File: config.mk
export PLATFORM = sky130hd
export DESIGN_NAME = half_single_float_converter_top
export DESIGN_NICKNAME = d
export VERILOG_FILES = /design/src/hdl/hsfc_pkg.sv /design/src/hdl/half_single_float_converter_top.sv /design/src/hdl/hsfc_core.sv
export SDC_FILE = /design/constraint.sdc
export NUM_CORES = 1
export LEC_CHECK = 0
export ABC_CLOCK_PERIOD_IN_PS = 11400
export BUFFER_PORTS_ARGS = -buffer_cell sky130_fd_sc_hd__buf_2
export CAP_MARGIN = 20
export CORE_MARGIN = 5
export CORE_UTILIZATION = 65
export CTS_CLUSTER_DIAMETER = 40
export DETAILED_ROUTE_END_ITERATION = 8
export PLACE_DENSITY_LB_ADDON = 0.08
export REMOVE_ABC_BUFFERS = 1
export SYNTH_ARGS = -nofsm -noshare
export SYNTH_HDL_FRONTEND = slang
export SYNTH_SLANG_ARGS = --single-unit
File: constraint.sdc
create_clock -name clk -period 11.4 [get_ports clk]
set_input_delay 2.28 -clock clk [delete_from_list [all_inputs] [get_ports clk]]
set_output_delay 2.28 -clock clk [all_outputs]
set_load 0.01 [all_outputs]
File: src/hdl/hsfc_pkg.sv
`default_nettype none
package hsfc_pkg;
	localparam logic FUNC_S2H = 1'b0;
	localparam logic FUNC_H2S = 1'b1;

	localparam logic [31:0] SGN32      = 32'h8000_0000;
	localparam logic [31:0] KEEP_MASK  = 32'hffff_f000;
	localparam logic [31:0] EXP32_ALL  = 32'h7f80_0000;
	localparam logic [31:0] HALF_INF32 = 32'h0f80_0000;
	localparam logic [7:0]  BIAS_DIFF  = 8'd112;

	typedef struct packed {
		logic        func;
		logic [31:0] operand;
		logic        batch_end;
	} item_t;

	typedef struct packed {
		logic [31:0] converted;
		logic        batch_end_out;
	} result_t;
endpackage
`default_nettype wire

File: src/hdl/half_single_float_converter_top.sv
`default_nettype none
// channel | dir | tdata                          | tlast
// s_axis  | in  | [31:0] operand                 | batch_end
// s_axis  | in  | tuser[0] func                  |
// m_axis  | out | [31:0] converted              | batch_end_out
// One transaction per cycle unless the output stalls; input register then result register.
// Reset empties both registers. A stall holds the result; the input register
// advances while it is empty or the result register is free or being drained.
module half_single_float_converter_top (
	input  wire         clk,
	input  wire         arst_n,
	input  wire         s_axis_tvalid,
	output logic        s_axis_tready,
	input  wire  [31:0] s_axis_tdata,  // operand
	input  wire         s_axis_tuser,  // func
	input  wire         s_axis_tlast,  // batch_end
	output logic        m_axis_tvalid,
	input  wire         m_axis_tready,
	output logic [31:0] m_axis_tdata,  // converted
	output logic        m_axis_tlast   // batch_end_out
);
	import hsfc_pkg::*;

	item_t   in_s1;
	logic    vld_s1;
	result_t comb_res, out_s2;
	logic    adv;

	hsfc_core u_core (.item(in_s1), .res(comb_res));

	assign adv = !m_axis_tvalid || m_axis_tready;
	assign s_axis_tready = adv || !vld_s1;

	always_ff @(posedge clk or negedge arst_n) begin
		if (!arst_n) begin
			vld_s1 <= 1'b0;
			m_axis_tvalid <= 1'b0;
		end else begin
			if (s_axis_tready)
				vld_s1 <= s_axis_tvalid;
			if (adv)
				m_axis_tvalid <= vld_s1;
		end
	end

	always_ff @(posedge clk) begin
		if (s_axis_tready)
			in_s1 <= '{func: s_axis_tuser, operand: s_axis_tdata, batch_end: s_axis_tlast};
		if (adv && vld_s1)
			out_s2 <= comb_res;
	end

	assign m_axis_tdata = out_s2.converted;
	assign m_axis_tlast = out_s2.batch_end_out;
endmodule
`default_nettype wire

File: src/hdl/hsfc_core.sv
`default_nettype none
module hsfc_core (
	input  hsfc_pkg::item_t   item,
	output hsfc_pkg::result_t res
);
	import hsfc_pkg::*;

	logic [31:0] sgn, a, ak, r, mant, q, rem, halfv, mask, h2s;
	logic [7:0]  e;
	logic [6:0]  s;
	logic [15:0] s2h;
	logic [15:0] h;
	logic [4:0]  he;
	logic [9:0]  hm, nm;
	logic [3:0]  lz;
	logic [7:0]  be;

	always_comb begin
		sgn = item.operand & SGN32;
		a = item.operand ^ sgn;
		ak = a & KEEP_MASK;
		e = ak[30:23];
		mant = {8'd0, 1'b1, ak[22:0]};
		s = 7'd113 - e[6:0];
		mask = (32'd1 << s[4:0]) - 32'd1;
		q = mant >> s[4:0];
		rem = mant & mask;
		halfv = 32'd1 << (s[4:0] - 5'd1);
		if (e > BIAS_DIFF) begin
			r = ak - {1'b0, BIAS_DIFF, 23'd0};
		end else if (e == 8'd0 || s > 7'd25) begin
			r = 32'd0;
		end else if (rem > halfv || (rem == halfv && q[0])) begin
			r = q + 32'd1;
		end else begin
			r = q;
		end
		r = r + 32'h1000;
		if (r > HALF_INF32)
			r = HALF_INF32;
		if (a > EXP32_ALL)
			s2h = 16'h7e00;
		else if (a == EXP32_ALL)
			s2h = 16'h7c00;
		else
			s2h = r[28:13];
		s2h = s2h | sgn[31:16];

		h = item.operand[15:0];
		he = h[14:10];
		hm = h[9:0];
		lz = 4'd0;
		for (int i = 9; i >= 0; i--) begin
			if (hm[i] && lz == 4'd0)
				lz = 4'(10 - i);
		end
		nm = hm << lz;
		be = 8'd113 - {4'd0, lz};
		if (he == 5'd31)
			h2s = EXP32_ALL | {9'd0, hm, 13'd0};
		else if (he != 5'd0)
			h2s = {1'b0, 3'd0, he, 23'd0} + {1'b0, BIAS_DIFF, 23'd0} | {9'd0, hm, 13'd0};
		else if (hm == 10'd0)
			h2s = 32'd0;
		else
			h2s = {1'b0, be, nm, 13'd0};
		h2s[31] = h[15];

		res.converted = (item.func == FUNC_H2S) ? h2s : {16'd0, s2h};
		res.batch_end_out = item.batch_end;
	end
endmodule
`default_nettype wire
Word level (Yosys, flattened, before mapping):

Cells that the tools add are included.

* logic and storage cells: 81
* output and inout bits: 35
* register bits after elaboration: 69
* input port bits: 38

* add/subtract/negate cells: 8
* bitwise logic cells: 4
* shifts and indexed selects: 4
* mux-type cells: 20
* $lt $le $gt $ge: 5
* equality and inequality tests: 3
* reduce and logical (&&, ||, !) cells: 29

Operators with widths (number)
* 2-to-1 mux 32 bit: 3
* 2-to-1 mux 31 bit: 3
* left shift 1 x 5 -> 32 bit, first input constant: 2
* 2-to-1 mux 16 bit: 3
* logical NOT 4 bit: 9
* adder 32 x 1 -> 32 bit, second input constant: 1
* adder 32 x 13 -> 32 bit, second input constant: 1
* AND 24 x 32 -> 32 bit: 1
* equality test 32 x 31 -> 1 bit, second input constant: 1
* equality test 32 bit: 1
* > comparator 32 x 28 -> 1 bit, second input constant: 1
* > comparator 32 x 31 -> 1 bit, second input constant: 1
* > comparator 32 bit: 1
* >> shifter 24 x 5 -> 32 bit: 1
* subtractor 32 x 1 -> 32 bit, second input constant: 1
* subtractor 32 x 30 -> 32 bit, second input constant: 1
* XOR 32 bit: 1
* adder 28 x 30 -> 31 bit, second input constant: 1
* bitwise OR 31 x 23 -> 31 bit: 1
* 2-to-1 mux 29 bit: 1
* bitwise OR 16 bit: 1
* 2-to-1 mux 3 bit: 4
* 2-to-1 mux 4 bit: 3
* logical AND 1 bit: 11
* other kinds (14): 19

Depth between registers and ports, before layout:

Gate-level depths: netlist of run 1.

* word-level depth: 33
* depth in mapped cells: 29
* gate-level depth less buffers: 25

By module:

From an unflattened synthesis of run 1, not the netlist that was laid out.

* cells, all modules: 676
* area total of the unflattened synthesis: 6064.6 µm²

By module, submodules not included
* hsfc_core: seq. area each 0.0 µm², cells each 601, instances 1, area an instance 3966.3 µm²
* half_single_float_converter_top: seq. area each 2062.0 µm², cells each 75, instances 1, area an instance 2098.3 µm²

Least setup slack after synthesis of run 1:

Ideal clock, no wire load.

* path type: register -> register
* start point: register in_s1[25] in the netlist's numbering
* end point: register out_s2 (netlist bit m_axis_tdata[2]) (data pin)
* data required time: 11.231 ns
* arrival time: 6.287 ns
* buffers on the path: 5
* path slack: 4.945 ns
* setup time: 0.169 ns
* cell stages (with the launch flop): 29
* clock period less this slack: 6.455 ns
* cells stage by stage: edfxtp_1 buf_6 buf_6 inv_2 buf_2 ha_1 buf_2 nor3b_2 xnor2_1 o32ai_1 and2_1 nand3_1 ha_1 nand4_1 or3_1 or3_1 nand4_2 o2111ai_4 nand3b_1 nor3_1 xor2_1 o21ai_0 ha_1 clkbuf_1 nor4_1 o31ai_1 a211oi_1 o2111ai_1 a211oi_1

* cells in the longest elaborated chain, start to end: 18
* elaborated cells between the ends (all ways): 30
* those cells by class: add/sub (6); order compare (5); eq/ne (2); shift (3); mux (7); bitwise (3); reduce/logical (4)

RTL lines
* start: declaration: RTL line half_single_float_converter_top.sv:24 `item_t in_s1;`
* start signal: assignment: RTL line half_single_float_converter_top.sv:48 `in_s1 <= '{func: s_axis_tuser, operand: s_axis_tdata, batch_end: s_axis_tlast};`
* XOR 32 bit (*): RTL line hsfc_core.sv:20 `a = item.operand ^ sgn;`
* parallel branches: the longest is 14 deep, another holds subtractor 32 x 1 -> 32 bit
* 2-to-1 mux 16 bit (*): RTL line hsfc_core.sv:41 `if (a > EXP32_ALL)`
* bitwise OR 16 bit (*): RTL line hsfc_core.sv:47 `s2h = s2h | sgn[31:16];`
* 2-to-1 mux 16 bit (*): RTL line hsfc_core.sv:69 `res.converted = (item.func == FUNC_H2S) ? h2s : {16'd0, s2h};`
* end signal: assignment: RTL line half_single_float_converter_top.sv:50 `out_s2 <= comb_res;`
* end: declaration: RTL line half_single_float_converter_top.sv:26 `result_t comb_res, out_s2;`

Every way passes the cells marked *.
A chain may end at the register's enable or synchronous reset.

Final worst setup path of run 1:

* start point: register in_s1[25] in the netlist's numbering
* end point: register out_s2 (netlist bit m_axis_tdata[6]) (data pin)

The elaborated chain is that of the path after synthesis.

==> reports/qor.yml, run 1 <==
run_status:
  outcome: "finished, final reports clean"
routing:
  wl_per_cell_um: 22.19
  drc: 0
  vias_per_cell: 7.105
  ant_nets: 0
  routed_wl_mm: 18.66
  drtIter0Drc: 863
  first_pass_iters: 7
  num_vias: 5975
setup_path:
  cp_data_arrival_time_ns: 7.78
  endpoint_kind: "flip-flop"
  rr_endpoint: "m_axis_tdata[6]"
  crit_path_max_fanout: 35
  r2r_cells: 25
  worstSetupStartpointType: "flip-flop"
  worstSetupPathType: "reg2reg"
  cp.required_ns: 11.56
  r2r-start: "in_s1[25]"
  regToRegSetupSlack_ns: 3.79
clocking:
  cts_setup_buffers: 0
  cts_tree: "built"
  postCtsResizedCells: 0
  cts_num_sinks: 68
  htree_levels: 3
  hold_buffers: 0
  cts-buffers-inserted: 9
  cts_buffer_depth: 2
  clk_latency_ns: 0.34
  path_clk_slew_ns: 0.09
  clock-root-buffer: "clkbuf_8"
min_path:
  holdPathStages: 0
  min-delay-start: "in_s1[0]"
  worstHoldEndpoint: "m_axis_tlast"
  hp-class: "reg2reg"
place:
  detailed_place_hpwl_mm: 13.54
  globalplace.congestion: 1.021
  placed_cell_area_um2: 6496
  io_buffers: 72
finish:
  multi_input_area_um2: 3830
  drive_gt1_share_pct: 19.80
  nFillCells: 673
  seqCellArea_um2: 2032
  finalInstanceArea_um2: 6695
  nets: 766
  num_antenna_cells: 0
  syn2layout_area_growth_pct: 8.760
job:
  cap_violations: 0
synth:
  syn_area_um2: 6156
  syn_inst: 659
  synth_edf_count: 66
  async_flop_share_pct: 2.941
  synth_seq_cells: 68
  synthDistinctLibCells: 94
  synth_warnings: 0
  avgSynthCellArea_um2: 9.341
  synth_area_leader_cell: "edfxtp_1"
  yosysSeqAreaShare_pct: 33.01
  synthTopCellsByArea: "edfxtp_1 (32%), ha_1 (4.3%), nand2_1 (4.1%), a21oi_1 (3.4%), mux4_2 (3.3%)"
  synthFlopType: "edfxtp_1"
  yosysTopAreaCellShare_pct: 32.20
sta:
  slew-limit-headroom_pct: 32.65
  skew_ns: 0.01129
  setup_tns_ns: 0
  finalHoldViolations: 0
  worstMarginPinSlew_ns: 1.010
  setup_violations: 0
  slew_violations: 0
  fin_crit_ns: 7.613
  period_share_pct: 66.78
  rsz0062_at_grt: "no"
  max_freq_mhz: 131.4
power:
  vdd_ir_drop_max_mv: 0.1182
  power_density_nw_per_um2: 124.7
  p_leak_uw: 0.002481
floorplan:
  die_x_um: 107.3
  die_h_um: 107.3
  initial_core_util_pct: 66.62
  io_pins: 73
  rows: 35
  die-area_um2: 11520
  core_um2: 9240
global_routing:
  grt_pass1_wl_mm: 29.44
  first_global_vias: 5625
  grt_max_degree: 44
  grt-ovfl-total: 0
  antenna_found_initial: 0
  grt_usage_pct: 32.43
[state kept, by name (all words and copies together), names as in the netlist]
| name | count |
|---|---|
| m_axis_tlast | 1 |
| m_axis_tdata | 31 |
| vld_s1 | 1 |
| m_axis_tvalid | 1 |
| in_s1 | 34 |
[where the power goes]
part	internal [uW]	switching, uW	leakage, uW
Clock	102	99.7	0.0000923
Combinational	111	190	0.00170
Sequential	302	30.3	0.000685
[cell type report]
type / count / share of cell area [%]
multi-input combinational: 531 / 57.20
sequential: 68 / 30.35
timing repair buffer: 77 / 5.943
tap: 129 / 2.411
clock buffer: 9 / 1.850
clock inverter: 7 / 1.121
inverter: 20 / 1.121
[cell usage in the layout (no fill, tap or decap), types with 20 or more instances in the layout]
cell      instances
buf_2            72
nand2_1          67
edfxtp_1         66
a21oi_1          42
nand3_1          36
nor2_1           35
o21ai_0          28
ha_1             21
nor3_1           20
[cells in the mapped netlist (all sizes together), types with 4 or more instances]
cell type / instances
a21boi: 6
nand2: 68
mux2i: 16
a211oi: 16
clkbuf: 16
or3b: 4
mux2: 5
nor3: 22
buf: 24
mux4: 9
a221oi: 7
nand3b: 6
ha: 21
a21oi: 42
a22oi: 5
o41ai: 6
o21ai: 30
edfxtp: 66
or3: 9
xnor2: 18
nand2b: 15
inv: 19
o31ai: 8
xor2: 8
nor2b: 8
and3: 7
nor4: 10
o21a: 5
nand4: 15
a31oi: 4
nand3: 36
a32oi: 4
and2: 14
nor2: 35
[how the worst max path moves through the flow]
stage	end	slack [ns]	startpoint	depth (start not counted)
global placement	m_axis_tdata[6]	4.35	in_s1[25]	24
finish	m_axis_tdata[6]	3.79	in_s1[25]	25
detailed placement	m_axis_tdata[2]	4.04	in_s1[25]	25
floorplan	m_axis_tdata[2]	4.59	in_s1[25]	23
CTS	m_axis_tdata[2]	3.98	in_s1[25]	25
global route	m_axis_tdata[2]	3.23	in_s1[25]	25
[through the flow]
stage	total power (uW)	cells	setup WS (ns)	utilization, %	hold WS (ns)
6_report	835.1	841	3.787	72.46	0.4472
5_1_grt	877.8	841	3.233	72.46	0.4743
4_1_cts	828.4	841	3.984	72.46	0.4524
3_5_place_dp	625.2	825	4.040	70.30	0.4077
3_3_place_gp	619.3	825	4.351	70.30	0.4023
2_1_floorplan	536.8	619	4.586	-	0.4003
[layer usage]
layer,vias to the layer above,global-route usage (%),part of all wire (%)
li1,2657,-,-
met5,-,0,0
met4,0,13.06,3.6
met2,469,49.55,44
met3,68,7.858,12
met1,2781,44.28,40
[worst max-delay path, cell delays in order, from the launching register on]
cell       delay, ns
edfxtp_1        0.35
buf_4           0.37
inv_2           0.24
ha_1            1.02
nor3b_2         0.23
xnor2_1         0.19
o32ai_1         0.33
and2_1          0.27
nand3_1         0.11
ha_1            0.38
nand4_1         0.12
or3_1           0.43
or3_1           0.40
nand4_2         0.15
o2111ai_4       0.20
nand3b_1        0.26
nor3_1          0.24
xor2_1          0.09
o21ai_0         0.24
ha_1            0.52
nand2_1         0.09
o21ai_0         0.10
a41oi_1         0.15
a211oi_1        0.25
o2111ai_1       0.36
a211oi_1        0.33
[logic make-up after synthesis]
kind of cell,synth area share [%]
simple gates,24.27
compound gates,23.17
flops,33.01
buf+inv,4.776
mux,6.809
xor+xnor,3.699
fa+ha+maj,4.268
Power figures use the tool's default switching activity.
==> inputs of run 2 (changes only) <==
- ABC_AREA: not set -> 1
- ABC_CLOCK_PERIOD_IN_PS: 11400 -> 7100
- CORE_UTILIZATION: 65 -> 60
- clock period: 11.4 -> 7.1 ns (I/O delays scaled with it)
==> reports/qor.yml, run 2 <==
setup_path:
  endpoint_kind: "flip-flop"
  cp_common_cell: "nand2_1"
  worstSetupPathType: "reg2reg"
  cp_data_arrival_time_ns: 6.52
  worstSetupStartpointType: "flip-flop"
  slowest_stage: "edfxtp_1"
  r2r_cells: 29
  slowest_delay_ns: 0.76
  cp.required_ns: 7.31
  r2r-start: "in_s1[25]"
  setup.worst_path.start: "in_s1[25]"
  crit_path_max_fanout: 19
  regToRegSetupSlack_ns: 0.79
  rr_endpoint: "m_axis_tdata[5]"
sta:
  max_freq_mhz: 158.4
  worstMarginPinSlew_ns: 1.043
  worst_hold_slack_ns: 0.4429
  slew_violations: 0
  period_share_pct: 88.92
  setup_tns_ns: 0
  rsz0062_at_grt: "no"
  skew_ns: 0.01365
  fin_crit_ns: 6.313
  slew-limit-headroom_pct: 30.29
  setup_violations: 0
  finalHoldViolations: 0
finish:
  num_antenna_cells: 0
  nFillCells: 887
  final_cell_mix: "nand2_1 (279), nand3_1 (98), inv_1 (88)"
  drive_gt1_share_pct: 16.90
  largest_reg_flops: 34
  fin_cells: 1044
  finalInstanceArea_um2: 6489
  final_util_pct: 67.32
  top_register: "in_s1"
  layout_commonest_cell: "nand2_1"
  syn2layout_area_growth_pct: 10.86
  nets: 965
power:
  power_frac_comb_pct: 34.9
  vdd_ir_drop_max_mv: 0.1653
  p_clk_share_pct: 26.7
  p_sw_uw: 514.4
  p_leak_uw: 0.003024
  switching_share_pct: 38.41
  intPower_uw: 824.6
  seq_power_share_pct: 38.4
  power_density_nw_per_um2: 206.4
synth:
  synthTopCellsByCount: "nand2_1 (279), nand3_1 (98), inv_1 (88)"
  yosysSeqAreaShare_pct: 34.72
  yosysTopAreaCellShare_pct: 33.86
  synthDistinctLibCells: 50
  synthTopCellsByArea: "edfxtp_1 (34%), nand2_1 (18%), nand3_1 (8.4%), inv_1 (5.6%), nor2_1 (5.3%)"
  synth.most_common_cell: "nand2_1"
  avgSynthCellArea_um2: 6.960
  synthFlopType: "edfxtp_1"
  synth_edf_count: 66
  synth_seq_cells: 68
  syn_inst: 841
  synth_warnings: 0
  synth_area_leader_cell: "edfxtp_1"
  async_flop_share_pct: 2.941
  syn_area_um2: 5853
global_routing:
  antenna_found_initial: 0
  grt-ovfl-total: 0
  grt_usage_pct: 28.69
  grt_max_degree: 37
  grt_pass1_wl_mm: 26.70
  first_global_vias: 5705
clocking:
  cts_tree: "built"
  htree_levels: 3
  hold_buffers: 0
  cts_num_sinks: 68
  cts_buffer_depth: 2
  cts-buffers-inserted: 9
  clock-root-buffer: "clkbuf_8"
  postCtsResizedCells: 0
  clk_latency_ns: 0.36
  path_clk_slew_ns: 0.08
  cts_setup_buffers: 0
place:
  placed_cell_area_um2: 6271
  globalplace.congestion: 1.049
  io_buffers: 72
  dpl.cell_count: 1028
  detailed_place_hpwl_mm: 12.83
routing:
  wl_per_cell_um: 15.79
  num_vias: 6073
  routed_wl_mm: 16.48
  drtIter0Drc: 453
  first_pass_iters: 6
  ant_nets: 0
  vias_per_cell: 5.817
  drc: 0
min_path:
  holdPathStages: 0
  hp-class: "reg2reg"
  worstHoldEndpoint: "m_axis_tlast"
  min-delay-start: "in_s1[0]"
floorplan:
  initial_core_util_pct: 60.72
  io_pins: 73
  die-area_um2: 11830
  core_um2: 9639
  rows: 36
  die_h_um: 108.8
  die_x_um: 108.8
run_status:
  outcome: "finished, final reports clean"
job:
  cap_violations: 0
run 2: through the flow:
step           power (uW)  setup WS, ns
2_1_floorplan       845.9         1.875
3_3_place_gp        964.5         1.239
3_5_place_dp        977.9        0.9209
4_1_cts              1332        0.8974
5_1_grt              1417        0.1863
6_report             1339        0.7869
run 2: kinds of logic after synthesis:
family,Yosys count,share of synthesized area (%)
xor gates and xnor gates,11,1.646
AOI/OAI and AO/OA,95,10.07
DFF,68,34.72
muxes,1,0.1710
buffers and inverters,122,8.893
and+or+nand+nor,523,40.02
adders and majority gates,21,4.489
run 2: cell type report:
type	instances	area [um^2]	share of cell area [%]
multi-input cells	651	3312	51.04
flip-flops and latches	68	2032	31.32
inverters	102	385.4	5.939
repair buffers	74	375.4	5.785
well taps	133	166.4	2.565
clock buffers	10	127.6	1.967
clock inverters	6	90.09	1.388
run 2: how the worst max path moves through the flow:
stage / to / slack, ns / cells after the start
after floorplan: m_axis_tdata[13] / 1.88 / 32
after global placement: m_axis_tdata[13] / 1.24 / 32
after detailed placement: m_axis_tdata[5] / 0.92 / 29
after CTS: m_axis_tdata[5] / 0.90 / 29
after global routing: m_axis_tdata[13] / 0.19 / 35
final: m_axis_tdata[5] / 0.79 / 29
run 2: per-layer routing:
metal,vias up,part of all wire (%),global-route usage (%)
met3,45,9.4,6.927
li1,2905,-,-
met2,343,48,47.71
met1,2780,40,36.58
met4,0,2.9,10.01
met5,-,0,0
run 2: critical path: cells and delay by family (launching register included):
| kind | cells | cell delay [ns] |
|---|---|---|
| AO/OA/AOI/OAI | 3 | 0.81 |
| XOR/XNOR | 1 | 0.17 |
| adder cells (fa/ha/maj) | 3 | 1.26 |
| buffers and inverters | 2 | 0.28 |
| flip-flops | 1 | 0.76 |
| AND/OR/NAND/NOR | 20 | 2.86 |
run 2: power groups by stage:
| stage | logic (uW) | registers [uW] | clock network (uW) |
|---|---|---|---|
| floorplan | 321 | 525 | 0 |
| global placement | 444 | 521 | 0 |
| detailed placement | 456 | 522 | 0 |
| CTS | 458 | 513 | 361 |
| global route | 517 | 517 | 382 |
| finish | 468 | 514 | 357 |
